===== config.mk =====
export PLATFORM = sky130hd
export DESIGN_NAME = track_cache_lru_lookup
export DESIGN_NICKNAME = d
export VERILOG_FILES = /design/src/hw/rtl/tcl_pkg.sv /design/src/hw/rtl/track_cache_lru_lookup.sv /design/src/hw/rtl/tcl_ram.sv /design/src/hw/rtl/tcl_scan.sv
export SDC_FILE = /design/constraint.sdc
export NUM_CORES = 1
export LEC_CHECK = 0
export BUFFER_PORTS_ARGS = -buffer_cell sky130_fd_sc_hd__buf_4
export CAP_MARGIN = 20
export CORE_MARGIN = 4
export CORE_UTILIZATION = 35
export DETAILED_ROUTE_END_ITERATION = 8
export SLEW_MARGIN = 20
export SYNTH_ARGS = -nofsm -noshare
export SYNTH_HDL_FRONTEND = slang
export SYNTH_SLANG_ARGS = --single-unit

===== constraint.sdc =====
create_clock -name clk -period 18.37 [get_ports clk]
set_clock_uncertainty 0.2 [all_clocks]
set_input_delay 0.9185 -clock clk [delete_from_list [all_inputs] [get_ports clk]]
set_output_delay 0.9185 -clock clk [all_outputs]
set_load 0.005 [all_outputs]

===== src/hw/rtl/tcl_pkg.sv =====
// ----------------------------------------------------------------------------
// tcl_pkg
// Shared types and constants for the track cache lookup block: result status
// codes, track geometry and the control/status structs of the scan unit.
// ----------------------------------------------------------------------------
`default_nettype none

package tcl_pkg;

  // track geometry: 256 sectors per track
  localparam int unsigned SectorBits   = 8;
  localparam int unsigned TrackBits    = 24;
  localparam int unsigned BlockBits    = 32;
  localparam int unsigned StampBits    = 32;
  localparam int unsigned FillBits     = 9;
  localparam logic [BlockBits-1:0] TrackSectors = 32'h0000_0100;

  // result status codes
  typedef enum logic [1:0] {
    ST_OK      = 2'd0,
    ST_WB_FAIL = 2'd1,
    ST_FL_FAIL = 2'd2,
    ST_BEYOND  = 2'd3
  } status_t;

  // sequencer to scan unit
  typedef struct packed {
    logic clear;      // start of a new scan
    logic entry_vld;  // slot entry on the inputs this cycle
  } scan_ctl_t;

  // scan unit to sequencer
  typedef struct packed {
    logic hit_found;    // a valid slot holds the requested track
    logic empty_found;  // at least one empty slot was seen
  } scan_flags_t;

endpackage

`default_nettype wire


===== src/hw/rtl/track_cache_lru_lookup.sv =====
// ----------------------------------------------------------------------------
// track_cache_lru_lookup
// Fully associative track cache lookup with LRU replacement by access
// stamps. Slot tracks and stamps live in RAM and are scanned one slot per
// cycle by a shared compare unit under a small sequencer.
//
//   channel   handshake               fields
//   -------   ---------------------   -----------------------------------
//   request   start / busy            block, writeback_ok, fill_ok
//   result    done (one-cycle beat)   status, hit, slot, sector_in_track,
//                                     writeback, victim_track, fill,
//                                     fill_sectors
//   config    cfg_valid / cfg_ready   cfg_data (image_blocks)
//
// A request passes the bound check, the slot scan through the track/stamp
// RAM read port at one slot per cycle and the decision step before the next
// accept; a block beyond the image returns from the bound check.
// Stamp wrap clearing uses per-slot fresh bits, so no RAM sweep is needed
// and the block is ready right after reset.
// Reset is synchronous and active high; image_blocks resets to 1.
// The result beat cannot be stalled; the next request may be accepted in
// the same cycle as the result beat.
// ----------------------------------------------------------------------------
`default_nettype none

module track_cache_lru_lookup #(
  parameter int unsigned SLOTS = 16
) (
  input  wire logic                              clk,
  input  wire logic                              rst,
  // request
  input  wire logic                              start,
  output logic                                   busy,
  input  wire logic [tcl_pkg::BlockBits-1:0]     block,
  input  wire logic                              writeback_ok,
  input  wire logic                              fill_ok,
  // result
  output logic                                   done,
  output logic      [1:0]                        status,
  output logic                                   hit,
  output logic      [3:0]                        slot,
  output logic      [tcl_pkg::SectorBits-1:0]    sector_in_track,
  output logic                                   writeback,
  output logic      [tcl_pkg::TrackBits-1:0]     victim_track,
  output logic                                   fill,
  output logic      [tcl_pkg::FillBits-1:0]      fill_sectors,
  // configuration
  input  wire logic                              cfg_valid,
  output logic                                   cfg_ready,
  input  wire logic [tcl_pkg::BlockBits-1:0]     cfg_data
);

  import tcl_pkg::*;

  localparam int unsigned IdxW = (SLOTS > 1) ? $clog2(SLOTS) : 1;
  localparam int unsigned CntW = $clog2(SLOTS + 1);
  localparam logic [IdxW-1:0] LastIdx = IdxW'(SLOTS - 1);
  localparam logic [CntW-1:0] SlotCnt = CntW'(SLOTS);

  typedef enum logic [1:0] {
    S_IDLE,
    S_CHECK,
    S_SCAN,
    S_DECIDE
  } state_t;

  state_t                 state;
  logic [BlockBits-1:0]   image_blocks;
  logic [StampBits-1:0]   access_counter;
  logic [StampBits-1:0]   access_counter_next;
  logic [SLOTS-1:0]       slot_valid;
  logic [SLOTS-1:0]       slot_fresh;

  // latched request
  logic [BlockBits-1:0]   req_block;
  logic                   req_wb_ok;
  logic                   req_fl_ok;
  logic [TrackBits-1:0]   req_track;
  logic [FillBits-1:0]    remain;

  // scan pipeline
  logic [CntW-1:0]        rd_cnt;
  logic                   rd_issue;
  logic                   pipe_vld;
  logic [IdxW-1:0]        pipe_idx;

  // ram and scan unit wiring
  logic [TrackBits-1:0]   track_rd;
  logic [StampBits-1:0]   stamp_rd;
  logic [StampBits-1:0]   stamp_eff;
  logic                   track_we;
  logic                   stamp_we;
  scan_ctl_t              scan_ctl;
  scan_flags_t            scan_flags;
  logic [IdxW-1:0]        hit_idx;
  logic [IdxW-1:0]        empty_idx;
  logic [IdxW-1:0]        min_idx;
  logic [TrackBits-1:0]   min_track;

  // decision
  logic                   beyond;
  logic [BlockBits-1:0]   diff;
  logic [IdxW-1:0]        target;
  logic                   evict;
  logic                   proceed;

  assign req_track           = req_block[BlockBits-1:SectorBits];
  assign access_counter_next = access_counter + 1'b1;
  assign busy                = (state != S_IDLE);
  assign cfg_ready           = (state == S_IDLE);
  assign rd_issue            = (state == S_SCAN) && (rd_cnt < SlotCnt);
  assign stamp_eff           = slot_fresh[pipe_idx] ? stamp_rd : '0;

  // image bound and fill length
  assign beyond = (req_block >= image_blocks);
  assign diff   = image_blocks - {req_track, SectorBits'(0)};

  // victim selection after the scan
  always_comb begin
    evict   = 1'b0;
    proceed = 1'b1;
    if (scan_flags.hit_found) begin
      target = hit_idx;
    end else if (scan_flags.empty_found) begin
      target = empty_idx;
    end else begin
      target  = min_idx;
      evict   = 1'b1;
      proceed = req_wb_ok;
    end
  end

  // ram write enables
  assign track_we = (state == S_DECIDE) && !scan_flags.hit_found && proceed && req_fl_ok;
  assign stamp_we = (state == S_DECIDE) && (scan_flags.hit_found || (proceed && req_fl_ok));

  assign scan_ctl.clear     = (state == S_CHECK);
  assign scan_ctl.entry_vld = pipe_vld;

  tcl_ram #(
    .WIDTH (TrackBits),
    .DEPTH (SLOTS)
  ) u_track_ram (
    .clk     (clk),
    .wr_en   (track_we),
    .wr_addr (target),
    .wr_data (req_track),
    .rd_en   (rd_issue),
    .rd_addr (rd_cnt[IdxW-1:0]),
    .rd_data (track_rd)
  );

  tcl_ram #(
    .WIDTH (StampBits),
    .DEPTH (SLOTS)
  ) u_stamp_ram (
    .clk     (clk),
    .wr_en   (stamp_we),
    .wr_addr (target),
    .wr_data (access_counter),
    .rd_en   (rd_issue),
    .rd_addr (rd_cnt[IdxW-1:0]),
    .rd_data (stamp_rd)
  );

  tcl_scan #(
    .IDX_W (IdxW)
  ) u_scan (
    .clk         (clk),
    .rst         (rst),
    .ctl         (scan_ctl),
    .idx         (pipe_idx),
    .entry_valid (slot_valid[pipe_idx]),
    .entry_track (track_rd),
    .entry_stamp (stamp_eff),
    .req_track   (req_track),
    .flags       (scan_flags),
    .hit_idx     (hit_idx),
    .empty_idx   (empty_idx),
    .min_idx     (min_idx),
    .min_track   (min_track)
  );

  // sequencer, cache state and result registers
  always_ff @(posedge clk) begin
    if (rst) begin
      state          <= S_IDLE;
      image_blocks   <= BlockBits'(1);
      access_counter <= '0;
      slot_valid     <= '0;
      slot_fresh     <= '0;
      done           <= 1'b0;
      pipe_vld       <= 1'b0;
      rd_cnt         <= '0;
    end else begin
      done <= 1'b0;

      // configuration beat
      if (cfg_valid && cfg_ready) begin
        image_blocks <= cfg_data;
      end

      // read pipeline: entry data follows its address in the next cycle
      pipe_vld <= rd_issue;
      if (rd_issue) begin
        pipe_idx <= rd_cnt[IdxW-1:0];
        rd_cnt   <= rd_cnt + 1'b1;
      end

      case (state)
        S_IDLE: begin
          if (start) begin
            req_block      <= block;
            req_wb_ok      <= writeback_ok;
            req_fl_ok      <= fill_ok;
            access_counter <= access_counter_next;
            // counter wrap clears every stamp
            if (access_counter_next == '0) begin
              slot_fresh <= '0;
            end
            state <= S_CHECK;
          end
        end

        S_CHECK: begin
          rd_cnt          <= '0;
          sector_in_track <= req_block[SectorBits-1:0];
          remain          <= (diff > TrackSectors) ? FillBits'(TrackSectors)
                                                   : diff[FillBits-1:0];
          if (beyond) begin
            status       <= ST_BEYOND;
            hit          <= 1'b0;
            slot         <= '0;
            writeback    <= 1'b0;
            victim_track <= '0;
            fill         <= 1'b0;
            fill_sectors <= '0;
            done         <= 1'b1;
            state        <= S_IDLE;
          end else begin
            state <= S_SCAN;
          end
        end

        S_SCAN: begin
          if (pipe_vld && (pipe_idx == LastIdx)) begin
            state <= S_DECIDE;
          end
        end

        S_DECIDE: begin
          slot         <= 4'(target);
          hit          <= scan_flags.hit_found;
          writeback    <= evict;
          victim_track <= evict ? min_track : '0;
          fill         <= !scan_flags.hit_found && proceed;
          fill_sectors <= (!scan_flags.hit_found && proceed) ? remain : '0;
          if (scan_flags.hit_found) begin
            status             <= ST_OK;
            slot_fresh[target] <= 1'b1;
          end else if (!proceed) begin
            status <= ST_WB_FAIL;
          end else if (req_fl_ok) begin
            status             <= ST_OK;
            slot_valid[target] <= 1'b1;
            slot_fresh[target] <= 1'b1;
          end else begin
            status             <= ST_FL_FAIL;
            slot_valid[target] <= 1'b0;
          end
          done  <= 1'b1;
          state <= S_IDLE;
        end

        default: begin
          state <= S_IDLE;
        end
      endcase
    end
  end

`ifndef ASSERT_OFF
  // a result beat only follows the bound check or the decision step
  a_done_src: assert property (@(posedge clk) disable iff (rst)
    done |-> $past(state) == S_DECIDE || $past(state) == S_CHECK)
    else $error("result beat without a finished request");

  // the result beat is shown while the block is ready again
  a_done_idle: assert property (@(posedge clk) disable iff (rst)
    done |-> !busy && cfg_ready)
    else $error("result beat while busy");

  // out-of-image results carry no cache action
  a_beyond_clean: assert property (@(posedge clk) disable iff (rst)
    done && status == ST_BEYOND |-> !hit && !fill && !writeback && slot == '0)
    else $error("cache action on a block beyond the image");

  // a hit never evicts or fills
  a_hit_clean: assert property (@(posedge clk) disable iff (rst)
    done && hit |-> !fill && !writeback && status == ST_OK)
    else $error("hit with eviction or fill");

  // a failed writeback blocks the fill
  a_wb_fail: assert property (@(posedge clk) disable iff (rst)
    done && status == ST_WB_FAIL |-> writeback && !fill && fill_sectors == '0)
    else $error("fill after failed writeback");
`endif

endmodule

`default_nettype wire


===== src/hw/rtl/tcl_ram.sv =====
// ----------------------------------------------------------------------------
// tcl_ram
// Generic simple dual-port RAM: one write port, one read port with
// registered read data. No reset on the storage.
// ----------------------------------------------------------------------------
`default_nettype none

module tcl_ram #(
  parameter int unsigned WIDTH = 32,
  parameter int unsigned DEPTH = 16
) (
  input  wire logic                                     clk,
  input  wire logic                                     wr_en,
  input  wire logic [(DEPTH > 1 ? $clog2(DEPTH) : 1)-1:0] wr_addr,
  input  wire logic [WIDTH-1:0]                         wr_data,
  input  wire logic                                     rd_en,
  input  wire logic [(DEPTH > 1 ? $clog2(DEPTH) : 1)-1:0] rd_addr,
  output logic      [WIDTH-1:0]                         rd_data
);

  logic [WIDTH-1:0] mem [DEPTH];

  // write port
  always_ff @(posedge clk) begin
    if (wr_en) begin
      mem[wr_addr] <= wr_data;
    end
  end

  // registered read port
  always_ff @(posedge clk) begin
    if (rd_en) begin
      rd_data <= mem[rd_addr];
    end
  end

endmodule

`default_nettype wire


===== src/hw/rtl/tcl_scan.sv =====
// ----------------------------------------------------------------------------
// tcl_scan
// Slot scan unit. Takes one slot entry per cycle and keeps the first hit,
// the first empty slot and the first slot with the smallest stamp.
// ----------------------------------------------------------------------------
`default_nettype none

module tcl_scan #(
  parameter int unsigned IDX_W = 4
) (
  input  wire logic                               clk,
  input  wire logic                               rst,
  input  wire tcl_pkg::scan_ctl_t                 ctl,
  input  wire logic [IDX_W-1:0]                   idx,
  input  wire logic                               entry_valid,
  input  wire logic [tcl_pkg::TrackBits-1:0]      entry_track,
  input  wire logic [tcl_pkg::StampBits-1:0]      entry_stamp,
  input  wire logic [tcl_pkg::TrackBits-1:0]      req_track,
  output tcl_pkg::scan_flags_t                    flags,
  output logic      [IDX_W-1:0]                   hit_idx,
  output logic      [IDX_W-1:0]                   empty_idx,
  output logic      [IDX_W-1:0]                   min_idx,
  output logic      [tcl_pkg::TrackBits-1:0]      min_track
);

  import tcl_pkg::*;

  logic                 have_min;
  logic [StampBits-1:0] min_stamp;
  logic                 match;
  logic                 lower;

  // the one compare unit: track equality and stamp ordering
  assign match = entry_valid && (entry_track == req_track);
  assign lower = !have_min || (entry_stamp < min_stamp);

  // running hit, empty and minimum search
  always_ff @(posedge clk) begin
    if (rst || ctl.clear) begin
      flags    <= '0;
      have_min <= 1'b0;
    end else if (ctl.entry_vld) begin
      if (!flags.hit_found && match) begin
        flags.hit_found <= 1'b1;
        hit_idx         <= idx;
      end
      if (!flags.empty_found && !entry_valid) begin
        flags.empty_found <= 1'b1;
        empty_idx         <= idx;
      end
      if (lower) begin
        have_min  <= 1'b1;
        min_stamp <= entry_stamp;
        min_idx   <= idx;
        min_track <= entry_track;
      end
    end
  end

`ifndef ASSERT_OFF
  // a hit, once found, stays set with the same index until the next scan starts
  a_hit_sticky: assert property (@(posedge clk) disable iff (rst)
    flags.hit_found && !ctl.clear |=> flags.hit_found && $stable(hit_idx))
    else $error("hit result changed within a scan");

  // the minimum is established once any entry has been compared
  a_min_seen: assert property (@(posedge clk) disable iff (rst)
    ctl.entry_vld && !ctl.clear |=> have_min)
    else $error("no minimum after an entry was compared");

  // empty flag only set from an entry with its valid bit low
  a_empty_src: assert property (@(posedge clk) disable iff (rst)
    $rose(flags.empty_found) |-> $past(ctl.entry_vld) && !$past(entry_valid))
    else $error("empty slot flagged without an empty entry");
`endif

endmodule

`default_nettype wire


==> out/results.ini <==
[pwr]
p_per_area_nw_per_um2 = 103
seqPwrFrac = 0.525
p_sw_w = 0.00125
power_frac_comb = 0.036
max-vdd-ir-drop_mv = 0.0991
sw_frac_of_total = 0.214
power_frac_clock = 0.439
p_total_w = 0.00586
internal_power_w = 0.00460
p_leak_nw = 18.0

[worst_hold_path]
holdCritPathClass = input port to flop
min_to = req_block[18]
hold_start = block[18]
whs_path_depth = 1

[cts]
cts_setup_buffers = 0
clock_sinks = 1225
insertion_delay_ns = 0.77
cts.clk_slew.worst_paths_ns = 0.07
numCtsBuffers = 131
cts_tree = yes
cts_resized = 0
htreeDepth = 4
cts_buffer_depth = 3
root_buffer = clkbuf_16
hold_buffers = 0

[detailed_routing]
ant_nets = 0
wire_per_inst_um = 24.2
drc = 0
via_per_inst = 5.15
first_pass_iters = 5
wl_um = 117000
num_vias = 24900
drt_iter0_drc = 2285

[floorplanning]
die-area_um2 = 146000
num_io_pins = 123
row_count = 137
die_w_um = 383
coreArea_um2 = 139000
start_util = 0.352
dieHeight_um = 383

[yosys]
yosys.area.top_type = edfxtp_1
ys_seq_area_frac = 0.727
synth_common_cells = edfxtp_1 (1117), mux4_2 (283), nor2_1 (133)
ys_warn_count = 0
yosys-top-cells-area = edfxtp_1 (68%), mux4_2 (13%), dfxtp_1 (4.4%)
avgSynthCellArea_um2 = 18.4
synth_flop_cell = edfxtp_1
ys_async_sr_fraction = 0
ys_types = 79
syn_area_um2 = 49100
synth_edf_count = 1117
syn_inst = 2670
yosysTopAreaCellShare = 0.683
syn-num-nets = 2830
ys_seq_elements = 1225
synth_most_common_cell = edfxtp_1

[critical_path]
cp-end-kind = flop
cp_max_fo = 46
cp-start-kind = flop
path_class = flop to flop
reg2regPathDepth = 12
arrival_ns = 6.04
timing.rr.start = pipe_idx[0]
required_ns = 18.55
reg2reg_slack_ns = 12.51
r2r-end = u_scan.min_track[10]

[finish]
fin_nets = 3014
fillers = 12300
drive_above_1_share = 0.234
synthToLayoutAreaGrowth_pct = 15.7

[sta]
relSlewSlack = 0.263
hold_viol = 0
achievable-frequency_mhz = 171
worstMarginPinSlew_ns = 1.10
period_needed_ns = 5.87
setup_violations = 0
report.final.slew_viol_count = 0
rsz0062_at_grt = no
finalSetupTns_ns = 0
period_share = 0.319

[place]
io_buffers = 122
gp_congestion = 0.805
hpwlAfterDp_um = 66100

[global_route]
grt_overflow = 0
antenna_found_initial = 7
grt_pass1_wl_um = 173000
grt_max_degree = 114
grt_pass1_vias = 25600
grt_usage = 0.160

[flow_run]
drv_cap = 0

[outcome]
status = completed

## power groups by stage
stage	logic, W	registers, W	clock network [W]
6_report	0.000209	0.00308	0.00257
3_5_place_dp	0.000212	0.00314	0
5_1_grt	0.000232	0.00308	0.00275
3_3_place_gp	0.000210	0.00314	0
4_1_cts	0.000213	0.00308	0.00263
2_1_floorplan	0.000147	0.00312	0
## cell usage in the layout, fill, tap and decap left out, drive strengths merged, types with 8 or more instances in the layout
| cell | count |
|---|---|
| clkbuf | 181 |
| mux2i | 11 |
| o21a | 13 |
| nand2b | 9 |
| edfxtp | 1117 |
| nand2 | 121 |
| xnor2 | 44 |
| nand4 | 50 |
| inv | 113 |
| nand3 | 31 |
| o21ai | 46 |
| or3 | 13 |
| clkinv | 43 |
| a211oi | 8 |
| nor4 | 9 |
| and3 | 14 |
| and2 | 71 |
| buf | 175 |
| a21oi | 85 |
| ha | 89 |
| dfxtp | 108 |
| a21o | 23 |
| mux4 | 290 |
| nor3 | 44 |
| xor2 | 25 |
| nor2 | 134 |
## worst max-delay path: stages, from the launching register on
cell and delay (ns):
edfxtp_1 0.68, mux4_1 0.64, mux4_2 0.74, and2_1 0.29, ha_1 0.31, a21o_1 0.16, a21o_1 0.17, a21oi_1 0.16
o21ai_0 0.11, a211oi_1 0.24, o2bb2ai_1 0.14, nor4_4 0.86, buf_4 0.71
## metal layers
metal / up-vias / wire, µm / global-route usage
met5: - / 0 / 0
met4: 0 / 2920 / 0.0474
met3: 187 / 8040 / 0.0325
met2: 836 / 55000 / 0.253
met1: 12900 / 50900 / 0.225
li1: 11000 / - / -
## worst max-delay path by stage
stage                      from              endpoint  slack, ns  cells after the start
floorplan           pipe_idx[0]     u_scan.min_idx[0]      11.25                     13
global placement    pipe_idx[0]   u_scan.min_track[5]      12.44                     12
detailed placement  pipe_idx[0]   u_scan.min_track[5]      12.39                     12
CTS                 pipe_idx[0]   u_scan.min_track[6]      12.41                     12
global route        pipe_idx[0]   u_scan.min_track[6]      12.09                     12
finish              pipe_idx[0]  u_scan.min_track[10]      12.51                     12
## cell families after synthesis
logic type	after synthesis	synth area share
flip-flops	1225	0.727
AND/OR/NAND/NOR	522	0.0529
multiplexers	303	0.136
AO/OA/AOI/OAI	232	0.0301
buffers and inverters	229	0.0180
adder cells (fa/ha/maj)	90	0.0231
XOR/XNOR	69	0.0123
## sequential cells by signal (all words and copies together) (netlist names), 32 cells and up, named ones only
name / cells
req_block: 32
u_scan.min_stamp: 32
image_blocks: 32
u_stamp_ram.rd_data: 32
access_counter: 32
u_track_ram.mem: 384
u_stamp_ram.mem: 512
## layout make-up
cell class / count / area (µm²) / share of cell area
well taps: 1876 / 2350 / 0.0413
clock inverters: 59 / 604 / 0.0106
diodes: 1 / 2.50 / 0.0000441
multi-input cells: 1216 / 12700 / 0.224
repair buffers: 175 / 1410 / 0.0249
clock buffers: 181 / 3580 / 0.0630
flip-flops and latches: 1225 / 35700 / 0.629
inverters: 105 / 394 / 0.00694
## metrics by stage
stage	utilization	hold WS (ns)	cell area (µm²)	instances	setup slack, ns
final	0.407	0.117	56800	4838	12.51
after global routing	0.407	0.0669	56800	4837	12.09
after CTS	0.407	0.0499	56800	4836	12.41
after detailed placement	0.377	0.251	52600	4596	12.39
after global placement	0.377	0.246	52500	4592	12.44
after floorplan	-	0.206	49100	2670	11.25
Note: power is estimated with default switching activity, not from simulation.
